`src/hdl/assert_macros.svh`:
```
// Assertion macros used by the BLAKE2b engine top level.
// Depends on nothing; the including module must have clk and rst_n in scope.
`ifndef ASSERT_MACROS_SVH
`define ASSERT_MACROS_SVH
`ifndef SYNTHESIS
`define B2B_ASSERT(lbl, prop, msg) \
  lbl: assert property (@(posedge clk) disable iff (!rst_n) prop) else $error(msg);
`define B2B_NEVER(lbl, expr, msg) \
  lbl: assert property (@(posedge clk) disable iff (!rst_n) !(expr)) else $error(msg);
`else
`define B2B_ASSERT(lbl, prop, msg)
`define B2B_NEVER(lbl, expr, msg)
`endif
`endif

```
`src/hdl/b2b_fifo.sv`:
```
// Small first-in first-out queue of items, used on both sides of the engine.
// Depends on nothing but its parameters.
module b2b_fifo #(
  parameter int WIDTH = 8,
  parameter int DEPTH = 4
) (
  input  logic             clk,
  input  logic             rst_n,
  input  logic             push,
  input  logic [WIDTH-1:0] din,
  output logic             full,
  input  logic             pop,
  output logic [WIDTH-1:0] dout,
  output logic             empty
);
  localparam int PW = (DEPTH > 1) ? $clog2(DEPTH) : 1;
  localparam int CW = $clog2(DEPTH + 1);

  logic [WIDTH-1:0] mem [DEPTH];
  logic [PW-1:0]    wr_ptr_r, rd_ptr_r;
  logic [CW-1:0]    count_r;
  logic             do_push, do_pop;

  assign full    = (count_r == CW'(DEPTH));
  assign empty   = (count_r == '0);
  assign do_push = push && !full;
  assign do_pop  = pop && !empty;
  assign dout    = mem[rd_ptr_r];

  always_ff @(posedge clk) begin
    if (do_push) begin
      mem[wr_ptr_r] <= din;
    end
  end

  always_ff @(posedge clk) begin
    if (!rst_n) begin
      wr_ptr_r <= '0;
      rd_ptr_r <= '0;
      count_r  <= '0;
    end else begin
      if (do_push) begin
        wr_ptr_r <= (wr_ptr_r == PW'(DEPTH - 1)) ? '0 : PW'(wr_ptr_r + 1'b1);
      end
      if (do_pop) begin
        rd_ptr_r <= (rd_ptr_r == PW'(DEPTH - 1)) ? '0 : PW'(rd_ptr_r + 1'b1);
      end
      if (do_push && !do_pop) begin
        count_r <= CW'(count_r + 1'b1);
      end else if (do_pop && !do_push) begin
        count_r <= CW'(count_r - 1'b1);
      end
    end
  end
endmodule

```
`config.mk`:
```
export PLATFORM = sky130hd
export DESIGN_NAME = b2b_fifo
export DESIGN_NICKNAME = d
export VERILOG_FILES = /design/src/hdl/assert_macros.svh /design/src/hdl/b2b_fifo.sv
export SDC_FILE = /design/constraint.sdc
export NUM_CORES = 1
export LEC_CHECK = 0
export BUFFER_PORTS_ARGS = -buffer_cell sky130_fd_sc_hd__buf_4
export CELL_PAD_IN_SITES_DETAIL_PLACEMENT = 0
export CELL_PAD_IN_SITES_GLOBAL_PLACEMENT = 1
export CORE_MARGIN = 5
export CORE_UTILIZATION = 50
export CTS_BUF_LIST = sky130_fd_sc_hd__clkbuf_2
export DETAILED_ROUTE_END_ITERATION = 7
export PLACE_DENSITY_LB_ADDON = 0.08
export SYNTH_ARGS = -nofsm -noshare
export SYNTH_HDL_FRONTEND = slang
export SYNTH_SLANG_ARGS = --single-unit
```
`constraint.sdc`:
```
create_clock -name clk -period 3.1 [get_ports clk]
set_clock_uncertainty 0.1 [all_clocks]
set_input_delay 0.465 -clock clk [delete_from_list [all_inputs] [get_ports clk]]
set_output_delay 0.465 -clock clk [all_outputs]
set_load 0.005 [all_outputs]
```
[After elaboration in Yosys (flattened, before gate mapping)]
Memory sizes are Yosys's and may differ from the RTL's. A register that Yosys moved wholly into a read port is not among the register bits.
Index checks and enable logic that the tools add are counted.
Cells by class
  add/subtract/negate cells: 4
  equal/unequal tests: 3
  mux-type cells: 8
  reductions and logical operators: 10
Operators with widths (count)
  2-bit two-way mux: 4
  3-bit two-way mux: 2
  2-bit by 1-bit adder with 2-bit output (second input constant): 2
  2-bit == test (second input constant): 2
  1-bit logical AND: 4
  1-bit logical NOT: 4
  3-bit by 1-bit adder with 3-bit output (second input constant): 1
  3-bit == test (second input constant): 1
  3-bit logical NOT: 1
  3-bit by 1-bit subtractor with 3-bit output (second input constant): 1
  1-bit two-way mux: 2
  2-bit nonzero test: 1
Storage, ports and cells
  register bits: 7
  memory bits (writable): 32
  input port bits: 12
  output and inout port bits: 10
  logic and storage cells: 29
  memories: 1
Memory list
  mem: words 4, bits a word 8, read ports 1, clocked after Yosys merged registers in 1, wr ports 1, RTL line b2b_fifo.sv:19  | logic [WIDTH-1:0] mem [DEPTH];

[Logic depth before layout (Yosys ltp)]
Gate-level depths: netlist of run 1.
  word-level depth: 7
  gate-level depth with buffers: 9
  gate-level depth less buffers: 8

[Worst setup path after synthesis of run 1]
OpenSTA, ideal clock, no wires.
  path type: reg2reg
  start point: register count_r[0]
  end point: register count_r[2]
  setup time: 76 ps
  arrival: 2017 ps
  data required time: 2924 ps
  setup slack: 907 ps
  cell stages (with the launch flop): 8
  path buffers: 0
  clock period less this slack: 2193 ps
  path through: dfxtp_1 -> o31ai_1 -> ha_1 -> inv_1 -> fa_1 -> xor2_1 -> or3_1 -> a21boi_0
Between the ends
  cells in the longest elaborated chain, start to end: 6
  elaborated cells on any way between the ends: 15
  those cells by class: add/sub (2); eq/ne (1); mux (2); reduce/logical (10)
Ends and longest elaborated chain
  from (decl): RTL line b2b_fifo.sv:21  | logic [CW-1:0] count_r;
  from (signal assigned): RTL line b2b_fifo.sv:49  | count_r <= CW'(count_r + 1'b1);
  from (signal assigned): RTL line b2b_fifo.sv:51  | count_r <= CW'(count_r - 1'b1);
  branches (longest 6 deep; another with 3-bit by 1-bit subtractor with 3-bit output)
Parallel ways; which one is timed is not known. The select of a mux whose other input is x is not followed.
A chain may end at the register's enable or synchronous reset.

[Worst setup path after layout of run 1]
Ends and elaborated chain as after synthesis.

==> flow_metrics.py, run 1 <==
metrics = {
    "status": {
        "status": "complete, no violations",
    },
    "logic_synthesis": {
        "syn-instance-count": 93,
        "yosys_warnings": 0,
        "synth_cell_type_count": 23,
        "synth_seq_cells": 41,
        "avgSynthCellArea_um2": 17.5,
        "yosysTopAreaCellShare_pct": 58.9,
        "yosysSeqAreaShare_pct": 70.0,
        "syn-num-nets": 112,
        "ys_top_cells_by_area": "edfxtp_1 (59%), dfxtp_1 (11%), mux4_2 (11%), ha_1 (4.6%), and2_1 (1.9%)",
        "syn_area_mm2": 0.00163,
        "synth_top_area_cell": "edfxtp_1",
    },
    "timing": {
        "setup_tns_ps": 0,
        "tightest_slew_ps": 599,
        "setup_slack_ps": 574,
        "slew_violations": 0,
        "relSlewSlack_pct": 59.7,
        "whs_ps": 168,
        "hold_viol": 0,
        "rsz0062_at_grt": "no",
        "fmax_mhz": 396,
        "finalSetupViolCount": 0,
        "period_share_pct": 81.5,
        "finalCriticalPeriod_ps": 2530,
    },
    "min_path": {
        "hold_depth": 1,
        "hp-start": "din[7]",
        "holdPathEnd": "mem[1][7]",
        "hold_path.class": "primary input to flip-flop",
    },
    "placement": {
        "dpl.cell_count": 154,
        "gp_congestion": 0.628,
        "dp_hpwl_um": 1860,
        "place_ws_ps": 561,
        "portBuffers": 21,
    },
    "critical_path": {
        "r2r_start": "count_r[0]",
        "crit_start": "count_r[0]",
        "r2r_end": "count_r[2]",
        "crit_fanout": 5,
        "r2r_slack_ps": 570,
        "start_kind": "flip-flop",
        "arrival_ps": 2730,
        "critical_path_required_ps": 3310,
        "crit_type": "flip-flop to flip-flop",
        "end_kind": "flip-flop",
        "r2r_cells": 7,
    },
    "drt": {
        "ant_nets": 0,
        "wl_per_cell_um": 15.8,
        "via_per_inst": 5.16,
        "routed_wl_um": 2560,
        "first_pass_iters": 4,
        "vias": 836,
        "drcViolationCount": 0,
        "drtIter0Drc": 36,
    },
    "cts": {
        "cts_hold_buf": 0,
        "htreeDepth": 2,
        "cts_setup_buffers": 0,
        "cts_root_buf": "clkbuf_2",
        "postCtsResizedCells": 0,
        "clock-sinks": 41,
        "clkTransAtPathRegs_ps": 190,
        "clkLatencyLatePin_ps": 380,
        "cts_tree": "done",
        "numCtsBuffers": 5,
        "ctsLongestPathBuffers": 2,
    },
    "floorplanning": {
        "dieArea_mm2": 0.00450,
        "start_util_pct": 52.5,
        "rows": 20,
        "core_region_area_mm2": 0.00310,
        "die_y_um": 67.1,
        "io_pins": 22,
        "die_x_um": 67.1,
    },
    "finish": {
        "instances_no_fill": 162,
        "fin_util_pct": 60.9,
        "nets": 136,
        "drive_gt1_share_pct": 31.4,
        "area_growth_pct": 15.9,
        "antennaDiodeCount": 0,
    },
    "grt": {
        "antenna_found_initial": 0,
        "grt_overflow_total": 0,
        "grt_pass1_wl_um": 4360,
        "grtUsageTotal_pct": 14.1,
        "grt_pass1_vias": 886,
        "grt_max_degree": 13,
    },
    "pwr": {
        "p_per_area_mw_per_mm2": 746,
        "peakVddDrop_mv": 0.371,
        "leakagePower_nw": 0.690,
    },
    "flow_run": {
        "maxCapViolCount": 0,
    },
}
[cells by family after synthesis]
kind of cell / count (synthesis) / synth area share [%]
AND/OR/NAND/NOR: 20 / 6.60
XOR/XNOR: 2 / 1.07
AO/OA/AOI/OAI: 5 / 1.84
multiplexers: 11 / 12.9
buffers and inverters: 7 / 1.76
adder cells (fa/ha/maj): 7 / 5.83
flip-flops: 41 / 70.0
[cells in the mapped netlist (all sizes together)]
library cell  instances
edfxtp               32
dfxtp                 9
mux4                  8
ha                    6
nand2                 6
and2                  5
buf                   3
inv                   3
mux2i                 3
o21ai                 3
nand3                 2
nor2                  2
nor2b                 2
a21boi                1
clkbuf                1
fa                    1
nor3                  1
nor3b                 1
o31ai                 1
or3                   1
xnor2                 1
xor2                  1
[sequential cells by signal, summed over array words and instances (netlist names), named ones only]
signal,count
count_r,3
mem,32
rd_ptr_r,2
wr_ptr_r,2
[layout by cell type, fill, tap and decap left out, drive strengths merged]
cell,n
a21boi,1
and2,5
buf,21
bufinv,1
clkbuf,6
clkinv,1
dfxtp,9
edfxtp,32
fa,1
ha,6
inv,3
mux2i,3
mux4,8
nand2,6
nand3,2
nor2,2
nor2b,2
nor3,1
nor3b,1
o21ai,3
o31ai,1
or3,1
xnor2,1
xor2,1
[stage by stage]
step                total power, mW  cell area (um^2)
floorplan                     0.976              1630
global route                   1.51              1890
global placement               1.12              1830
finish                         1.41              1890
CTS                            1.44              1890
detailed placement             1.14              1830
[metal layers]
metal  track usage, %  part of all wire, %  up-vias
met4             6.08                  1.9        0
met2             22.7                   52       17
met1             16.8                   41      417
met5                0                    0        -
li1                 -                    -      396
met3             5.23                  5.3        6
[cell type report]
class                      instances  area (um^2)
clock inverter                     2         33.8
timing repair buffer              21          158
clock buffer                       6         30.0
sequential                        41         1140
inverter                           3         11.3
tap                               44         55.1
multi-input combinational         45          460
fill                             255         1210
[how the worst max path moves through the flow]
stage	cells past startpoint	slack [ps]	to
3_5_place_dp	8	560	count_r[2]
3_3_place_gp	8	690	count_r[2]
2_1_floorplan	7	910	count_r[2]
4_1_cts	8	550	count_r[2]
5_1_grt	8	330	count_r[2]
6_report	7	570	count_r[2]
[where the power goes]
group	switching [mW]	leakage [nW]	internal, mW	total, mW
Clock	0.158	0.0406	0.138	0.296
Combinational	0.144	0.282	0.219	0.363
Sequential	0.0754	0.367	0.676	0.751
[worst max-delay path, cell delays in order (launching register included)]
cell and delay, ps:
dfxtp_1 420, o31ai_1 560, ha_1 300, inv_1 60, fa_1 380, xor2_1 160
or3_1 290, a21boi_0 190
No activity file was read; power rests on OpenSTA's default activity.
==> run 2, diff against run 1 <==
ABC_AREA = 1   (was unset)
CORE_UTILIZATION = 47   (was 50)
clock period = 2.65 ns   (was 3.1 ns; I/O delays follow)
==> run 2 against run 1 <==
Sequential power is 16% higher. Count of clock-buffer cells in the layout is 1 lower. Largest cell class unchanged. Clock power is 16% higher. Global-route usage is 0.85 points lower.
==> flow_metrics.py, run 2 <==
metrics = {
    "finish": {
        "final_area_mm2": 0.00199,
        "area_growth_pct": 17.4,
        "final_cell_mix": "nor2_1 (33), edfxtp_1 (32), buf_4 (26)",
        "reg_top3": "mem: 32 flops, count_r: 3 flops",
        "instances_no_fill": 226,
        "largest_reg_flops": 32,
        "layout_commonest_cell": "nor2_1",
        "regMostFlops": "mem",
        "drive_gt1_share_pct": 21.1,
        "antennaDiodeCount": 0,
        "nets": 198,
    },
    "drt": {
        "wl_per_cell_um": 12.9,
        "routed_wl_um": 2910,
        "first_pass_iters": 4,
        "drtIter0Drc": 49,
        "vias": 1098,
        "via_per_inst": 4.86,
        "drcViolationCount": 0,
        "ant_nets": 0,
    },
    "critical_path": {
        "critical_path_required_ps": 2150,
        "r2r_cells": 9,
        "crit_fanout": 9,
        "crit_type": "flip-flop to output port",
        "r2r_slack_ps": 680,
        "r2r_end": "count_r[1]",
        "arrival_ps": 1610,
        "end_kind": "output port",
        "r2r_start": "count_r[1]",
        "start_kind": "flip-flop",
    },
    "cts": {
        "clock-sinks": 41,
        "cts_hold_buf": 0,
        "htreeDepth": 2,
        "postCtsResizedCells": 0,
        "cts_root_buf": "clkbuf_2",
        "clkTransAtPathRegs_ps": 190,
        "numCtsBuffers": 5,
        "cts_tree": "done",
        "ctsLongestPathBuffers": 2,
        "clkLatencyLatePin_ps": 380,
        "cts_setup_buffers": 0,
    },
    "placement": {
        "dpl.cell_count": 218,
        "gp_congestion": 0.872,
        "dp_hpwl_um": 2070,
        "portBuffers": 21,
        "detailed_place.area_mm2": 0.00192,
    },
    "logic_synthesis": {
        "synthFlopType": "edfxtp_1",
        "synth_top_area_cell": "edfxtp_1",
        "syn_area_mm2": 0.00169,
        "synth_edf_count": 32,
        "synth_seq_cells": 41,
        "syn-num-nets": 167,
        "syn-instance-count": 148,
        "yosysSeqAreaShare_pct": 67.4,
        "synth_cell_type_count": 18,
        "yosys-top-cells-count": "nor2_1 (33), edfxtp_1 (32), inv_1 (18), nand2_1 (14), o21ai_0 (14)",
        "yosysTopAreaCellShare_pct": 56.8,
        "avgSynthCellArea_um2": 11.4,
        "ys_top_cells_by_area": "edfxtp_1 (57%), dfxtp_1 (11%), nor2_1 (7.3%), ha_1 (4.4%), o21ai_0 (4.1%)",
        "synth.most_common_cell": "nor2_1",
        "yosys_warnings": 0,
        "async_reset_ff_share_pct": 0,
    },
    "grt": {
        "grt_pass1_wl_um": 5000,
        "grtUsageTotal_pct": 13.2,
        "grt_max_degree": 17,
        "grt_pass1_vias": 1187,
        "grt_overflow_total": 0,
        "antenna_found_initial": 0,
    },
    "floorplanning": {
        "die_x_um": 70.0,
        "dieArea_mm2": 0.00490,
        "io_pins": 22,
        "rows": 21,
        "core_region_area_mm2": 0.00342,
        "die_y_um": 70.0,
        "start_util_pct": 49.6,
    },
    "flow_run": {
        "maxCapViolCount": 0,
    },
    "status": {
        "status": "complete, no violations",
    },
    "timing": {
        "hold_viol": 0,
        "slew_violations": 0,
        "tightest_slew_ps": 383,
        "rsz0062_at_grt": "no",
        "finalSetupViolCount": 0,
        "fmax_mhz": 474,
        "relSlewSlack_pct": 74.5,
        "finalCriticalPeriod_ps": 2110,
        "period_share_pct": 79.6,
        "setup_tns_ps": 0,
    },
    "pwr": {
        "p_per_area_mw_per_mm2": 922,
        "leakagePower_nw": 0.817,
        "peakVddDrop_mv": 0.428,
    },
    "min_path": {
        "hold_depth": 1,
        "hp-start": "din[5]",
        "hold_path.class": "primary input to flip-flop",
        "holdPathEnd": "mem[0][5]",
    },
}
-- run 2: cell count changes in the layout (fill, tap and decap cells not counted), sizes merged, moves of 2 or more --
cell / before / now
mux4: 8 / 0
and2: 5 / 0
inv: 3 / 20
nand2: 6 / 15
nor2: 2 / 33
buf: 21 / 26
o21ai: 3 / 18
mux2i: 3 / 0
a21oi: 0 / 2
nor2b: 2 / 0
o22ai: 0 / 8
-- run 2: logic make-up after synthesis --
logic type,count (synthesis),share of synthesized area [%]
flip-flops,41,67.4
adder cells (fa/ha/maj),7,5.62
AO/OA/AOI/OAI,28,9.53
buffers and inverters,21,5.54
AND/OR/NAND/NOR,51,11.9
-- run 2: area by class of cell --
class | instances | area, um^2
clock inverter | 3 | 40.0
inverter | 19 | 71.3
sequential | 41 | 1140
clock buffer | 5 | 25.0
fill | 314 | 1430
multi-input combinational | 86 | 458
tap | 46 | 57.6
timing repair buffer | 26 | 195
-- run 2: per-layer routing --
layer	routed length [um]	vias up	GRT usage (%)	part of all wire [%]
met2	1480	19	23.9	51
met1	1230	510	13.4	42
met5	0	-	0	0
met3	155	5	4.16	5.3
met4	45	0	7.02	1.5
li1	-	564	-	-
-- run 2: where the power goes --
part	leakage (nW)	internal, mW	switching, mW
clock	0.0409	0.158	0.184
combinational	0.408	0.281	0.339
sequential	0.368	0.798	0.0730
total	0.817	1.24	0.597
-- run 2: metrics by stage --
step	setup slack (ps)	utilization [%]	power [mW]	hold WS (ps)
4_1_cts	492	58.2	1.86	73.0
6_report	540	58.2	1.83	104
3_3_place_gp	771	56.3	1.49	395
5_1_grt	396	58.2	1.99	38.2
2_1_floorplan	860	-	1.26	380
3_5_place_dp	679	56.3	1.52	409
-- run 2: worst max path at each step --
stage / startpoint / to / slack, ps / cells past startpoint
after floorplan: count_r[1] / count_r[1] / 860 / 9
after global placement: count_r[1] / count_r[1] / 770 / 9
after detailed placement: count_r[1] / count_r[1] / 680 / 9
after CTS: flip-flop / dout[2] / 490 / 4
after global routing: flip-flop / dout[1] / 400 / 4
final: flip-flop / dout[2] / 540 / 4
-- run 2: worst max-delay path, cell delays in order, from the launching register on --
cell,delay (ps)
dfxtp_1,590
inv_1,250
o21ai_0,150
o22ai_1,90
buf_4,140
==> run 3, diff against run 2 <==
clock period = 1.95 ns   (was 2.65 ns; I/O delays follow)
==> run 3 against run 2 <==
Final cell count increased by 6.2%. Utilization increased by 4.8 points. Sequential power increased by 38%. Critical path depth increased by 7. Global-route usage increased by 0.73 points. Die area unchanged. Power increased by 45%. Wire length increased by 5.0%. Count of clock-buffer cells in the layout unchanged. Highest routed layer unchanged.
==> flow_metrics.py, run 3 (synthesis results as in run 2) <==
metrics = {
    "floorplanning": {
        "die_x_um": 70.0,
        "io_pins": 22,
        "start_util_pct": 49.6,
        "dieArea_mm2": 0.00490,
        "core_region_area_mm2": 0.00342,
        "die_y_um": 70.0,
        "rows": 21,
    },
    "finish": {
        "final_cell_mix": "nor2_1 (32), edfxtp_1 (32), buf_4 (30)",
        "area_growth_pct": 27.1,
        "largest_reg_flops": 32,
        "regArea_mm2": 0.00115,
        "regMostFlops": "mem",
        "nets": 212,
        "nFillCells": 290,
        "multi_input_area_um2": 470,
        "antennaDiodeCount": 0,
        "reg_top3": "mem: 32 flops, count_r: 3 flops",
        "drive_gt1_share_pct": 26.8,
    },
    "critical_path": {
        "cpLargestDelayFamily": "simple AND/OR/NAND/NOR gates",
        "crit_fanout": 3,
        "arrival_ps": 2060,
        "slowest_stage": "dfxtp_4",
        "r2r_cells": 11,
        "r2r_start": "count_r[1]",
        "path_buf_inv": 2,
        "critical_path_required_ps": 2220,
        "crit_type": "flip-flop to flip-flop",
        "crit_chain": "nor2_4 > nand2_1 > nand2_2 > ha_1 > inv_1 > fa_1 > nand2_1 > nand3_1 > nand2_1 > inv_1 > nor2_1",
        "end_kind": "flip-flop",
        "crit_path_frequent_cell": "nand2_1",
        "r2r_end": "count_r[2]",
        "slowest_delay_ps": 410,
        "start_kind": "flip-flop",
        "r2r_slack_ps": 160,
    },
    "cts": {
        "cts_tree": "done",
        "cts_root_buf": "clkbuf_2",
        "htreeDepth": 2,
        "ctsLongestPathBuffers": 2,
        "clkTransAtPathRegs_ps": 220,
        "numCtsBuffers": 5,
        "clock-sinks": 41,
        "clkLatencyLatePin_ps": 410,
    },
    "pwr": {
        "p_per_area_mw_per_mm2": 1240,
        "peakVddDrop_mv": 0.709,
        "p_switching_mw": 0.884,
        "p_clk_share_pct": 18.7,
        "pwr-share-comb_pct": 36.2,
        "finalPower_mw": 2.66,
        "switching_share_pct": 33.2,
        "p_int_mw": 1.78,
        "power_frac_seq_pct": 45.1,
        "leakagePower_nw": 0.888,
    },
    "drt": {
        "routed_wl_um": 3060,
        "vias": 1160,
        "ant_nets": 0,
        "via_per_inst": 4.83,
        "drtIter0Drc": 70,
        "drcViolationCount": 0,
        "first_pass_iters": 4,
        "wl_per_cell_um": 12.7,
    },
    "grt": {
        "grtUsageTotal_pct": 13.9,
        "grt_pass1_vias": 1202,
        "antenna_found_initial": 0,
        "grt_max_degree": 17,
        "grt_pass1_wl_um": 5260,
        "grt_overflow_total": 0,
    },
    "flow_run": {
        "maxCapViolCount": 0,
    },
    "placement": {
        "place_ws_ps": 97.2,
        "gp_congestion": 0.866,
        "dp_hpwl_um": 2060,
        "portBuffers": 21,
    },
    "min_path": {
        "hold_depth": 3,
        "holdPathEnd": "wr_ptr_r[1]",
        "hold_path.class": "primary input to flip-flop",
        "hp-start": "push",
    },
    "timing": {
        "relSlewSlack_pct": 85.0,
        "finalSetupViolCount": 0,
        "whs_ps": 58.7,
        "setup_slack_ps": 160,
        "setup_tns_ps": 0,
        "period_share_pct": 91.8,
        "tightest_slew_ps": 225,
        "slew_violations": 0,
        "fmax_mhz": 559,
        "finalCriticalPeriod_ps": 1790,
        "hold_viol": 0,
    },
    "status": {
        "status": "complete, no violations",
    },
}
[run 3: metrics by stage]
stage / area, um^2 / utilization (%) / std cells
5_1_grt: 2150 / 63.0 / 240
2_1_floorplan: 1690 / - / 148
3_5_place_dp: 1950 / 57.0 / 221
3_3_place_gp: 1950 / 57.0 / 221
4_1_cts: 2110 / 61.7 / 238
6_report: 2150 / 63.0 / 240
[run 3: final cells by class]
type	instances	share of cell area, %
inverter	19	3.43
clock buffer	5	1.16
clock inverter	3	2.09
timing repair buffer	40	15.2
tap	46	2.67
sequential	41	53.6
multi-input combinational	86	21.9
[run 3: power groups by stage]
stage                     logic [mW]  registers (mW)  clock network [mW]
after global routing            1.09            1.22               0.565
after CTS                      0.918            1.18               0.518
after detailed placement       0.897            1.19                   0
after floorplan                0.532            1.17                   0
after global placement         0.860            1.19                   0
final                          0.965            1.20               0.499
[run 3: worst max path at each step]
| stage | from | end | slack, ps | cells past startpoint |
|---|---|---|---|---|
| 6_report | count_r[1] | count_r[2] | 160 | 11 |
| 5_1_grt | count_r[1] | count_r[2] | -3 | 11 |
| 4_1_cts | flip-flop | dout[0] | 7 | 4 |
| 3_5_place_dp | count_r[1] | count_r[1] | 100 | 9 |
| 3_3_place_gp | count_r[1] | count_r[1] | 160 | 9 |
| 2_1_floorplan | count_r[1] | count_r[1] | 160 | 9 |
[run 3: worst min-delay path: stages]
cell and delay (ps):
buf_4 90, a21oi_1 60, nor2_1 80
[run 3: layer usage]
layer | track usage (%) | vias up | part of all wire, %
li1 | - | 593 | -
met1 | 14.0 | 535 | 40
met2 | 26.1 | 23 | 53
met3 | 5.02 | 9 | 4.5
met4 | 5.11 | 0 | 2.1
met5 | 0 | - | 0
[run 3: repair_timing]
item                       in CTS  in global routing
buffers inserted                0                  2
hold endpoints to repair       33                  0
resized for setup               1                 16
setup endpoints to repair       8                 10
hold buffers                    9                  0
